<file path="src/rtl/lrd_divider.sv">
// ----------------------------------------------------------------------------
// lrd_divider: restoring divider
// Divides a 16-bit distance by a 16-bit divisor, one quotient bit a cycle.
// ----------------------------------------------------------------------------
`default_nettype none

module lrd_divider (
    input  wire logic        clk,
    input  wire logic        rst_n,
    input  wire logic        start,
    input  wire logic [15:0] dividend,
    input  wire logic [15:0] divisor,
    output logic             done,
    output logic [15:0]      quotient
);

    logic [15:0] quo_reg, quo_next;
    logic [16:0] rem_reg, rem_next;
    logic [15:0] div_reg;
    logic [4:0]  cnt_reg, cnt_next;
    logic        busy_reg, busy_next;
    logic [16:0] trial;

    always_comb
    begin
        trial     = {rem_reg[15:0], quo_reg[15]};
        quo_next  = quo_reg;
        rem_next  = rem_reg;
        cnt_next  = cnt_reg;
        busy_next = busy_reg;
        if (start)
        begin
            quo_next  = dividend;
            rem_next  = '0;
            cnt_next  = 5'd16;
            busy_next = 1'b1;
        end
        else if (busy_reg)
        begin
            if (trial >= {1'b0, div_reg})
            begin
                rem_next = trial - {1'b0, div_reg};
                quo_next = {quo_reg[14:0], 1'b1};
            end
            else
            begin
                rem_next = trial;
                quo_next = {quo_reg[14:0], 1'b0};
            end
            cnt_next = cnt_reg - 5'd1;
            if (cnt_reg == 5'd1)
            begin
                busy_next = 1'b0;
            end
        end
    end

    always_ff @(posedge clk or negedge rst_n)
    begin
        if (!rst_n)
        begin
            busy_reg <= 1'b0;
            cnt_reg  <= '0;
        end
        else
        begin
            busy_reg <= busy_next;
            cnt_reg  <= cnt_next;
        end
    end

    always_ff @(posedge clk)
    begin
        quo_reg <= quo_next;
        rem_reg <= rem_next;
        if (start)
        begin
            div_reg <= divisor;
        end
    end

    assign done     = busy_reg && (cnt_reg == 5'd1);
    assign quotient = quo_next;

endmodule

`default_nettype wire

</file>
<file path="config.mk">
export PLATFORM = sky130hd
export DESIGN_NAME = lrd_divider
export DESIGN_NICKNAME = d
export VERILOG_FILES = /design/src/rtl/lrd_divider.sv
export SDC_FILE = /design/constraint.sdc
export NUM_CORES = 1
export LEC_CHECK = 0
export CAP_MARGIN = 20
export CELL_PAD_IN_SITES_DETAIL_PLACEMENT = 1
export CELL_PAD_IN_SITES_GLOBAL_PLACEMENT = 1
export CORE_UTILIZATION = 52
export DETAILED_ROUTE_END_ITERATION = 12
export DONT_BUFFER_PORTS = 1
export PLACE_DENSITY = 0.85
export SLEW_MARGIN = 30
export SYNTH_ARGS = -nofsm -noshare
export SYNTH_HDL_FRONTEND = slang
export SYNTH_SLANG_ARGS = --single-unit
</file>
<file path="constraint.sdc">
create_clock -name clk -period 4.38 [get_ports clk]
set_input_delay 0.876 -clock clk [delete_from_list [all_inputs] [get_ports clk]]
set_output_delay 0.876 -clock clk [all_outputs]
set_load 0.01 [all_outputs]
</file>
==> results.json <==
{
  "grt_most_used_layer": "met2",
  "crit_type": "flop to output port",
  "min_period_ps": 3820,
  "p_int_mw": 1.11,
  "skew_ps": 8.78,
  "grt_pass1_wl_um": 13400,
  "ant_nets": 0,
  "io_buffers": 0,
  "num_vias": 2742,
  "cts_resized": 0,
  "die-width_um": 80.8,
  "cp_max_fo": 15,
  "cts_buffer_depth": 2,
  "track_usage": 0.270,
  "combPwrFrac": 0.484,
  "vias_per_cell": 6.51,
  "cts_max_level": 2,
  "drive_above_1_share": 0.0434,
  "peakVddDrop_v": 0.000248,
  "cts_sinks": 54,
  "cp_num_buf_inv": 1,
  "fin_cells": 421,
  "crit_required_ps": 3500,
  "dr.pass1.iters": 5,
  "async_flop_share": 0.111,
  "die_height_um": 80.8,
  "use_met2": 0.448,
  "utilization": 0.556,
  "power.density_nw_per_um2": 588,
  "cts_tree": "done",
  "synth.top_cell.area_share": 0.198,
  "grt_pass1_vias": 2745,
  "coreArea_um2": 5960,
  "die_area_um2": 6530,
  "cp_cell_sequence": "inv_1 > ha_1 > o21a_1 > a21boi_1 > o21a_1 > a21boi_2 > nor3_1 > o31ai_1",
  "end_kind": "output port",
  "setup_viol": 0,
  "cpPeakStageDelay_ps": 560,
  "root_buffer": "clkbuf_8",
  "finalSetupTns_ps": 0,
  "ctsHoldBuffers": 0,
  "p_total_mw": 1.95,
  "maxSlewHeadroom": 0.455,
  "gp_congestion": 0.933,
  "drt_iter0_drc": 198,
  "rsz0062_at_grt": "no",
  "overflow": 0,
  "seq_area_frac_synth": 0.394,
  "period_share": 0.873,
  "wl_um": 8300,
  "dp.cells": 413,
  "hp-class": "input port to asynchronous set/reset pin",
  "boundaryPins": 52,
  "critPathTopFamily": "compound AO/OA/AOI/OAI gates",
  "num_rows": 28,
  "synthesis.area_um2": 3230,
  "synth-seq-cells": 54,
  "postCtsSetupBuffers": 0,
  "grt_max_degree": 68,
  "crit_arrival_ps": 2950,
  "yosysWarnings": 0,
  "met3_usage": 0.0449,
  "synthesis.nets": 412,
  "antenna_found_initial": 0,
  "area_growth_syn_to_layout_pct": 2.60,
  "ys.flop_type": "dfxtp_1",
  "power_leakage_nw": 1.50,
  "cp_common_cell": "o21a_1",
  "p_sw_uw": 834,
  "place_ws_ps": 998,
  "status": "finished clean",
  "finalNetCount": 399,
  "slowest_stage": "a21boi_2",
  "swShare": 0.428,
  "n_antenna_cell": 0,
  "drv_cap": 0,
  "start_util": 0.542,
  "tightest_slew_ps": 815,
  "final_area_um2": 3310,
  "fmax_mhz": 262,
  "synth_edf_count": 16,
  "holdWs_ps": 231,
  "startpoint_type": "flop",
  "slew_violations": 0,
  "synth_cell_type_count": 58,
  "p_clk_frac": 0.151,
  "synth_area_per_cell_um2": 9.02,
  "place_area_um2": 3230,
  "avgRoutedWirePerCell_um": 19.7,
  "path_clk_slew_ps": 110,
  "remaining_drc_errors": 0,
  "cts_made_buffers": 5,
  "yosysTopAreaCell": "dfxtp_1",
  "use_met1": 0.347,
  "synthTopCellsByArea": "dfxtp_1 (20%), edfxtp_1 (15%), ha_1 (7.0%)",
  "clkLatencyLatePin_ps": 320,
  "hold_violations": 0,
  "power_frac_seq": 0.365,
  "final.setup.worst_slack_ps": 557,
  "hpwl_um": 5910,
  "syn_inst": 358
}
cell type report:
| type | instances | area, um2 |
|---|---|---|
| Clock inverter | 2 | 13.8 |
| Timing Repair Buffer | 1 | 7.51 |
| Clock buffer | 6 | 72.6 |
| Fill cell | 725 | 2640 |
| Multi-Input combinational cell | 259 | 1760 |
| Tap cell | 75 | 93.8 |
| Sequential cell | 54 | 1270 |
| Inverter | 24 | 90.1 |
layout by cell type, fill, tap and decap left out, types with 3 or more instances in the layout:
cell type  count
nand2_1       29
o31ai_1        4
nor3_1         9
nor2_1        30
o21a_1         5
dfrtp_1        5
nand4_1        3
clkbuf_8       5
o211ai_1       3
o21ai_0       26
o221ai_1       3
xnor2_1       10
inv_1         23
nand2b_1       4
a21o_1         8
and3_1         5
a21oi_1       17
a311oi_1      11
ha_1          18
mux2i_1       19
dfxtp_1       32
a211oi_1       5
nand3_1       13
edfxtp_1      16
cell usage after synthesis (8+ instances only):
| cell type | n |
|---|---|
| edfxtp_1 | 16 |
| a311oi_1 | 11 |
| a21oi_1 | 17 |
| xnor2_1 | 10 |
| o21ai_0 | 26 |
| a21o_1 | 8 |
| dfxtp_1 | 32 |
| nor2_1 | 30 |
| nand2_1 | 29 |
| inv_1 | 23 |
| nand3_1 | 13 |
| mux2i_1 | 19 |
| ha_1 | 18 |
| nor3_1 | 9 |
| clkbuf_1 | 11 |
worst paths after layout:
kind                             start     endpoint  slack [ps]  depth (start not counted)
min in group clk            rem_reg[3]   rem_reg[3]         520                          2
max in group asynchronous        rst_n   cnt_reg[1]        4070                          0
setup reg to reg           div_reg[12]   quo_reg[0]        1590                          8
hold / removal                   rst_n   cnt_reg[4]         230                          0
hold reg to reg             rem_reg[3]   rem_reg[3]         520                          2
setup / recovery           div_reg[12]  quotient[0]         560                          8
routing by layer:
layer | wire [um] | share of wire
met2 | 4010 | 0.48
met5 | 0 | 0
met1 | 3660 | 0.44
met3 | 437 | 0.053
met4 | 189 | 0.023
cells by family (layout without fill, tap and decap cells):
kind of cell,after synthesis,after routing,share of synthesized area
compound gates,105,105,0.227
xor+xnor,12,12,0.0325
fa+ha+maj,19,19,0.0759
buf+inv,45,33,0.0604
flops,54,54,0.394
mux,19,19,0.0589
simple gates,104,104,0.151
power groups by stage:
| stage | Clock [mW] | Sequential, mW | Combinational [mW] |
|---|---|---|---|
| 2_1_floorplan | 0 | 0.686 | 0.759 |
| 3_3_place_gp | 0 | 0.716 | 0.875 |
| 3_5_place_dp | 0 | 0.722 | 0.909 |
| 4_1_cts | 0.297 | 0.711 | 0.929 |
| 5_1_grt | 0.315 | 0.723 | 1.03 |
| 6_report | 0.294 | 0.710 | 0.942 |
(Power assumes the default switching activity.)
