<file path="src/rtl/lrd_cell.sv">
// ----------------------------------------------------------------------------
// lrd_cell: one recency stack position
// Holds one tag, compares it against the broadcast key and takes the tag of
// its newer neighbor when the stack shifts through it.
// ----------------------------------------------------------------------------
`default_nettype none

module lrd_cell #(
    parameter int unsigned TAG_BITS = 32
) (
    input  wire logic                clk,
    input  wire logic                shift_en,
    input  wire logic [TAG_BITS-1:0] tag_in,
    input  wire logic [TAG_BITS-1:0] key,
    output logic      [TAG_BITS-1:0] tag_out,
    output logic                     match
);

    logic [TAG_BITS-1:0] tag_reg;

    always_ff @(posedge clk)
    begin
        if (shift_en)
        begin
            tag_reg <= tag_in;
        end
    end

    assign tag_out = tag_reg;
    assign match   = (tag_reg == key);

endmodule

`default_nettype wire

</file>
<file path="config.mk">
export PLATFORM = sky130hd
export DESIGN_NAME = lrd_cell
export DESIGN_NICKNAME = d
export VERILOG_FILES = /design/src/rtl/lrd_cell.sv
export SDC_FILE = /design/constraint.sdc
export NUM_CORES = 1
export LEC_CHECK = 0
export BUFFER_PORTS_ARGS = -buffer_cell sky130_fd_sc_hd__buf_4
export CORE_MARGIN = 2
export CORE_UTILIZATION = 35
export DETAILED_ROUTE_END_ITERATION = 12
export GPL_TIMING_DRIVEN = 0
export PLACE_DENSITY = 0.74
export SETUP_SLACK_MARGIN = 0.2
export SYNTH_ARGS = -nofsm -noshare
export SYNTH_HDL_FRONTEND = slang
export SYNTH_SLANG_ARGS = --single-unit
</file>
<file path="constraint.sdc">
create_clock -name clk -period 0.9 [get_ports clk]
set_input_delay 0.045 -clock clk [delete_from_list [all_inputs] [get_ports clk]]
set_output_delay 0.045 -clock clk [all_outputs]
set_load 0.02 [all_outputs]
</file>
==> flow_summary.toml, run 1 <==
[run_status]
status = "finished with violations"
violations = "negative setup slack"

[floorplanning]
dieArea_mm2 = 0.00424
initial_utilization_pct = 36.0
design.core.area_mm2 = 0.00363
die_width_um = 65.1
dieHeight_um = 65.1
rows = 22
ios = 99

[detailed_routing]
drt_iter0_drc = 44
topRoutingLayerUsed = "met3"
dr.pass1.iters = 4
wl_per_cell_um = 14.6
vias = 1162
met2WireLength_um = 2150
vias_per_cell = 4.42
ant_nets = 0
dr_wl_met3_um = 308
route.detailed.drc = 0
met1Wirelength_um = 1370
wirelength_um = 3830

[grt]
grt-ovfl-total = 0
grt_pass1_wl_um = 5600
antenna_found_initial = 0
grt_pass1_vias = 1198
track_usage_pct = 18.5
grt_max_degree = 33

[layout]
antenna_cells = 0
largest_reg_flops = 32
area_growth_pct = 104
finalCoreUtilization_pct = 73.4
finish.instance_area_mm2 = 0.00267
fin_nets = 281
drive_gt1_share_pct = 50.7

[worst_setup_path]
crit_required_ps = 850
crit_fanout = 2
end_kind = "primary output"
critPathArrivalTime_ps = 1730
critPathLaunchType = "register"
crit_type = "register to primary output"

[sta]
finalMaxSlewViolations = 0
rsz0062_at_grt = "yes"
setup-tns-final_ps = -1220
fmax_ghz = 0.565
hold_violations = 0
worstMarginPinSlew_ps = 395
setup_slack_ps = -870
slew-limit-headroom_pct = 73.7
finalSetupViolations = 14
timing.hold.ws_ps = 226
post-route-min-period_ps = 1770
final.period_utilization_pct = 197

[power_and_ir_drop]
power.internal_w = 0.00285
p_leak_nw = 1.15
vdd_drop_max_mv = 0.760
p_per_area_mw_per_mm2 = 1420
comb_power_share_pct = 24.6
seq_power_share_pct = 49.7
p_clk_share_pct = 25.6
power_switching_w = 0.000937
power.share.switching_pct = 24.7

[synth]
syn-mean-instance-area_um2 = 17.4
ys_types = 5
yosysWarnings = 0
synth_nets = 141
syn_area_mm2 = 0.00131
synth-seq-area-share_pct = 73.5
postSynthCellCount = 75
ys_seq_elements = 32

[placement]
port_buffers = 98
dp_hpwl_um = 2540
place.gp.congestion = 0.638
place_area_mm2 = 0.00211

[cts]
clkSinkCount = 32
clk_pin_slew_worst_paths_ps = 60
clockRootBuffer = "clkbuf_8"
ctsLongestPathBuffers = 2
cts_buffers = 5
htreeDepth = 2
cts_tree = "built"

[flow_run]
maxCapViolCount = 0

[hold_path]
holdCritPathClass = "primary input to register"
final timing paths:
check,startpoint,endpoint,slack (ps),cells after the start
worst max-delay path,tag_out[22],match,-870,5
worst min-delay path,shift_en,tag_out[25],230,1
cell usage after synthesis, drive strengths merged:
cell type   n  area [µm²]
nor2        1        3.75
xor2       32         280
nor4        8        50.1
edfxtp     32         961
nand4       2        12.5
area by class of cell:
type / instances / area [µm²]
Clock inverter: 2 / 7.51
Multi-Input combinational cell: 43 / 367
Fill cell: 256 / 967
Sequential cell: 32 / 961
Clock buffer: 5 / 68.8
Timing Repair Buffer: 133 / 1200
Tap cell: 48 / 60.1
kinds of logic after synthesis:
kind of cell | after synthesis | synth area share [%]
flip-flops | 32 | 73.5
AND/OR/NAND/NOR | 11 | 5.07
XOR/XNOR | 32 | 21.4
worst max-delay path, stage by stage (launching register included):
cell and delay (ps):
edfxtp_1 410, xor2_1 180, nor4_2 380, nand4_1 230
nor2_4 130, buf_6 120
layer usage:
metal	vias to the layer above	track usage [%]
met5	-	0
met4	0	4.69
met3	0	6.34
met2	63	36.1
met1	543	18.7
li1	556	-
power by group through the flow:
stage / Clock [W] / Sequential (W) / Combinational (W)
finish: 0.000971 / 0.00188 / 0.000933
global route: 0.00109 / 0.00189 / 0.000988
CTS: 0.00103 / 0.00188 / 0.000918
detailed placement: 0 / 0.00189 / 0.000722
global placement: 0 / 0.00188 / 0.000700
floorplan: 0 / 0.00203 / 0.000121
cells in the final DEF (no fill, tap or decap):
cell / count
buf_4: 68
buf_6: 33
xor2_1: 32
dlygate4sd3_1: 32
edfxtp_1: 32
nor4_1: 6
clkbuf_8: 5
nor4_2: 2
nand4_1: 2
clkinv_1: 2
nor2_4: 1
repair_timing:
item	CTS	global route
resized for setup	32	3
pin swaps	3	2
gates cloned	0	0
hold endpoints to repair	32	0
hold buffers	32	0
buffers inserted	2	1
setup endpoints to repair	33	33
per-stage QoR:
stage	power (W)	worst slack, ps	instances
CTS	0.00382	-828	262
finish	0.00379	-870	263
detailed placement	0.00262	-625	221
global placement	0.00258	-619	221
floorplan	0.00215	-427	75
global route	0.00397	-968	263
Note: power is estimated with default switching activity, not from simulation.
==> run 2: changes to the inputs <==
--- a/config.mk
+++ b/config.mk
@@ -6,11 +6,13 @@
 export NUM_CORES = 1
 export LEC_CHECK = 0
 export BUFFER_PORTS_ARGS = -buffer_cell sky130_fd_sc_hd__buf_4
+export CELL_PAD_IN_SITES_DETAIL_PLACEMENT = 0
+export CELL_PAD_IN_SITES_GLOBAL_PLACEMENT = 1
 export CORE_MARGIN = 2
-export CORE_UTILIZATION = 35
+export CORE_UTILIZATION = 26
 export DETAILED_ROUTE_END_ITERATION = 12
 export GPL_TIMING_DRIVEN = 0
-export PLACE_DENSITY = 0.74
+export PLACE_DENSITY_LB_ADDON = 0.1
 export SETUP_SLACK_MARGIN = 0.2
 export SYNTH_ARGS = -nofsm -noshare
 export SYNTH_HDL_FRONTEND = slang
==> run 2 against run 1 <==
Net effect: the flow still finishes with violations (negative setup slack); first-iteration DRC count is 77% lower; largest power group unchanged; worst setup slack better by 57 ps; core utilization decreased by 17 points; via count shrank 0.52%; flip-flop and latch count unchanged; highest routed layer is now met4; die area increased by 32%; power up 1.0%; global-route usage decreased by 6.0 points; clock power rose by 4%.
==> flow_summary.toml, run 2 (synthesis gave the netlist of run 1 again) <==
[worst_setup_path]
crit_start = "tag_out[7]"
critPathLaunchType = "register"
crit_required_ps = 850
critPathArrivalTime_ps = 1670
crit_path_end = "match"
crit_fanout = 2
crit_type = "register to primary output"
end_kind = "primary output"

[cts]
clockRootBuffer = "clkbuf_8"
ctsLongestPathBuffers = 2
clk_pin_slew_worst_paths_ps = 60
cts_tree = "built"
clkSinkCount = 32
cts_buffers = 5
htreeDepth = 2

[detailed_routing]
drt_iter0_drc = 10
route.detailed.drc = 0
ant_nets = 0
vias_per_cell = 4.10
wirelength_um = 3570
wl_per_cell_um = 12.7
vias = 1156
dr.pass1.iters = 4

[sta]
worstMarginPinSlew_ps = 416
final.period_utilization_pct = 190
post-route-min-period_ps = 1710
hold_violations = 0
timing.hold.ws_ps = 235
slew-limit-headroom_pct = 72.3
finalMaxSlewViolations = 0
rsz0062_at_grt = "yes"
finalSetupViolations = 8
setup_slack_ps = -813
fmax_ghz = 0.584

[floorplanning]
design.core.area_mm2 = 0.00479
dieHeight_um = 74.9
ios = 99
dieArea_mm2 = 0.00561
rows = 25
die_width_um = 74.9
initial_utilization_pct = 27.3

[grt]
track_usage_pct = 12.6
grt_pass1_wl_um = 5130
antenna_found_initial = 0
grt_pass1_vias = 1235
grt-ovfl-total = 0
grt_max_degree = 33

[run_status]
violations = "negative setup slack"
status = "finished with violations"

[power_and_ir_drop]
finalPower_w = 0.00383
vdd_drop_max_mv = 0.744
p_per_area_mw_per_mm2 = 1410
p_leak_nw = 1.15

[layout]
area_growth_pct = 107
largest_reg_flops = 32
fin_nets = 280
finish.instance_area_mm2 = 0.00271
final_common_cell = "buf_4"
finalCoreUtilization_pct = 56.6
antenna_cells = 0
fillers = 422
final_cell_mix = "buf_4, buf_6, xor2_1, dlygate4sd3_1, edfxtp_1"
drive_gt1_share_pct = 51.6

[flow_run]
maxCapViolCount = 0

[hold_path]
hold_depth = 1
holdCritPathClass = "primary input to register"

[placement]
place_area_mm2 = 0.00213
port_buffers = 98
place.gp.congestion = 0.633
dp_hpwl_um = 2460
-- run 2: cell count changes in the layout (fill, tap and decap cells not counted), sizes merged --
| cell | before | now |
|---|---|---|
| clkbuf | 5 | 7 |
| buf | 101 | 100 |
| clkinv | 2 | 1 |
-- run 2: through the flow --
step	instances	setup TNS, ps	setup WS [ps]
2_1_floorplan	75	-427	-427
4_1_cts	281	-1250	-853
3_5_place_dp	240	-642	-642
3_3_place_gp	240	-576	-576
6_report	282	-1030	-813
5_1_grt	282	-2060	-907
-- run 2: how the worst min path moves through the flow --
stage	from	end	slack, ps
global placement	tag_in[0]	tag_out[0]	220
global route	shift_en	tag_out[13]	240
CTS	shift_en	tag_out[11]	230
detailed placement	tag_in[7]	tag_out[7]	220
floorplan	tag_in[0]	tag_out[0]	140
finish	shift_en	tag_out[13]	240
-- run 2: worst max-delay path: stages, from the launching register on --
cell and delay (ps):
edfxtp_1 410, xor2_1 170, nor4_2 320, nand4_1 230
nor2_4 130, buf_6 120
-- run 2: routing by layer --
metal / vias up / track usage [%] / routed length [µm]
li1: 555 / - / -
met1: 540 / 11.6 / 1180
met2: 55 / 24.1 / 2000
met3: 6 / 5.35 / 330
met4: 0 / 4.76 / 55
met5: - / 0 / 0
-- run 2: layout make-up --
class                      instances  area (µm²)  share of cell area, %
tap                               67        83.8                   3.09
sequential                        32         961                   35.5
clock inverter                     1        3.75                  0.139
multi-input combinational         43         385                   14.2
timing repair buffer             132        1200                   44.2
clock buffer                       7        76.3                   2.82
-- run 2: what timing repair did --
item,4_1_cts,5_1_grt
gates resized for setup,34,5
hold buffers,32,0
setup endpoints to repair,33,33
pin swaps,2,3
hold endpoints to repair,32,0
setup buffers,1,1
-- run 2: where the power goes --
group | internal [W] | switching [W]
combinational | 0.000563 | 0.000372
clock | 0.000537 | 0.000476
sequential | 0.00178 | 0.0000981
==> run 3: changes to the inputs <==
--- a/config.mk
+++ b/config.mk
@@ -6,13 +6,14 @@
 export NUM_CORES = 1
 export LEC_CHECK = 0
 export BUFFER_PORTS_ARGS = -buffer_cell sky130_fd_sc_hd__buf_4
+export CAP_MARGIN = 20
 export CELL_PAD_IN_SITES_DETAIL_PLACEMENT = 0
 export CELL_PAD_IN_SITES_GLOBAL_PLACEMENT = 1
 export CORE_MARGIN = 2
 export CORE_UTILIZATION = 26
 export DETAILED_ROUTE_END_ITERATION = 12
 export GPL_TIMING_DRIVEN = 0
-export PLACE_DENSITY_LB_ADDON = 0.1
+export PLACE_DENSITY = 0.74
 export SETUP_SLACK_MARGIN = 0.2
 export SYNTH_ARGS = -nofsm -noshare
 export SYNTH_HDL_FRONTEND = slang
==> run 3 against run 2 <==
Net effect: the run still ends with negative setup slack left; via count is 0.61% lower; cell count decreased by 0.35%; wire length up 13%; critical path type unchanged; highest routed layer is now met3.
==> flow_summary.toml, run 3 (synthesis gave the netlist of run 1 again) <==
[run_status]
status = "finished with violations"
violations = "negative setup slack"

[sta]
timing.hold.ws_ps = 149
post-route-min-period_ps = 1670
setup_slack_ps = -770
rsz0062_at_grt = "yes"
worstMarginPinSlew_ps = 407
slew-limit-headroom_pct = 72.9
fmax_ghz = 0.599
finalSetupViolations = 14
setup-tns-final_ps = -1230
final.period_utilization_pct = 186
finalMaxSlewViolations = 0
hold_violations = 0

[layout]
final_common_cell = "buf_4"
final_cell_mix = "buf_4, buf_6, xor2_1, edfxtp_1, dlygate4sd3_1"
antenna_cells = 0
largest_reg_flops = 32
fin_nets = 282
finish.instance_area_mm2 = 0.00273
drive_gt1_share_pct = 53.7
area_growth_pct = 109

[worst_setup_path]
crit_buf_inv = 1
crit_type = "register to primary output"
critPathLaunchType = "register"
cp_top_family = "simple AND/OR/NAND/NOR gates"
crit_required_ps = 850
critical_path.cell_chain = "xor2_1 > nor4_1 > nand4_1 > nor2_4 > buf_6"
slowest_stage = "edfxtp_1"
max_stage_delay_ps = 440
end_kind = "primary output"
critPathArrivalTime_ps = 1630
crit_fanout = 2

[floorplanning]
initial_utilization_pct = 27.3
ios = 99
dieHeight_um = 74.9
dieArea_mm2 = 0.00561
rows = 25
design.core.area_mm2 = 0.00479
die_width_um = 74.9

[grt]
grt_pass1_vias = 1306
antenna_found_initial = 0
grt_pass1_wl_um = 5650
track_usage_pct = 13.8
grt_max_degree = 33
grt-ovfl-total = 0

[detailed_routing]
vias = 1149
ant_nets = 0
dr.pass1.iters = 3
drt_iter0_drc = 23
vias_per_cell = 4.09
route.detailed.drc = 0
wl_per_cell_um = 14.3
wirelength_um = 4020

[power_and_ir_drop]
p_leak_nw = 1.17
vdd_drop_max_mv = 0.696
p_per_area_mw_per_mm2 = 1390

[cts]
clk_pin_slew_worst_paths_ps = 60
clkSinkCount = 32
cts_buffers = 5
clockRootBuffer = "clkbuf_8"
cts_tree = "built"
htreeDepth = 2
ctsLongestPathBuffers = 2

[placement]
port_buffers = 98
place_area_mm2 = 0.00213
place.gp.congestion = 0.727

[flow_run]
maxCapViolCount = 0

[hold_path]
holdCritPathClass = "primary input to register"
[run 3: final timing paths]
kind | startpoint | end | slack (ps) | cells after the start
max | tag_out[31] | match | -770 | 5
min | tag_in[31] | tag_out[31] | 150 | 2
[run 3: timing repair]
action,in CTS,in global routing
pin swaps,3,3
endpoints found under the hold margin,32,0
resized for setup,35,7
endpoints found under the setup margin,33,34
hold buffers,32,0
buffers inserted,1,3
[run 3: cell type report]
class / count / area, µm²
timing repair buffer: 134 / 1220
tap: 67 / 83.8
fill: 379 / 2060
multi-input combinational: 43 / 398
clock buffer: 5 / 68.8
sequential: 32 / 961
[run 3: routing by layer]
| metal | track usage, % | up-vias | routed length [µm] |
|---|---|---|---|
| met5 | 0 | - | 0 |
| met1 | 13.7 | 520 | 1460 |
| met3 | 7.36 | 0 | 451 |
| li1 | - | 555 | - |
| met4 | 2.98 | 0 | 0 |
| met2 | 25.5 | 74 | 2110 |
[run 3: metrics by stage]
| step | total power (W) | setup WS (ps) | utilization (%) | cells |
|---|---|---|---|---|
| 5_1_grt | 0.00397 | -877 | 57.0 | 281 |
| 6_report | 0.00380 | -770 | 57.0 | 281 |
| 4_1_cts | 0.00381 | -792 | 55.9 | 278 |
| 3_3_place_gp | 0.00259 | -552 | 44.6 | 240 |
| 2_1_floorplan | 0.00215 | -427 | - | 75 |
| 3_5_place_dp | 0.00262 | -555 | 44.6 | 240 |
[run 3: report_power, final]
part	internal (W)	switching, W
combinational	0.000575	0.000392
clock	0.000497	0.000452
sequential	0.00178	0.000104
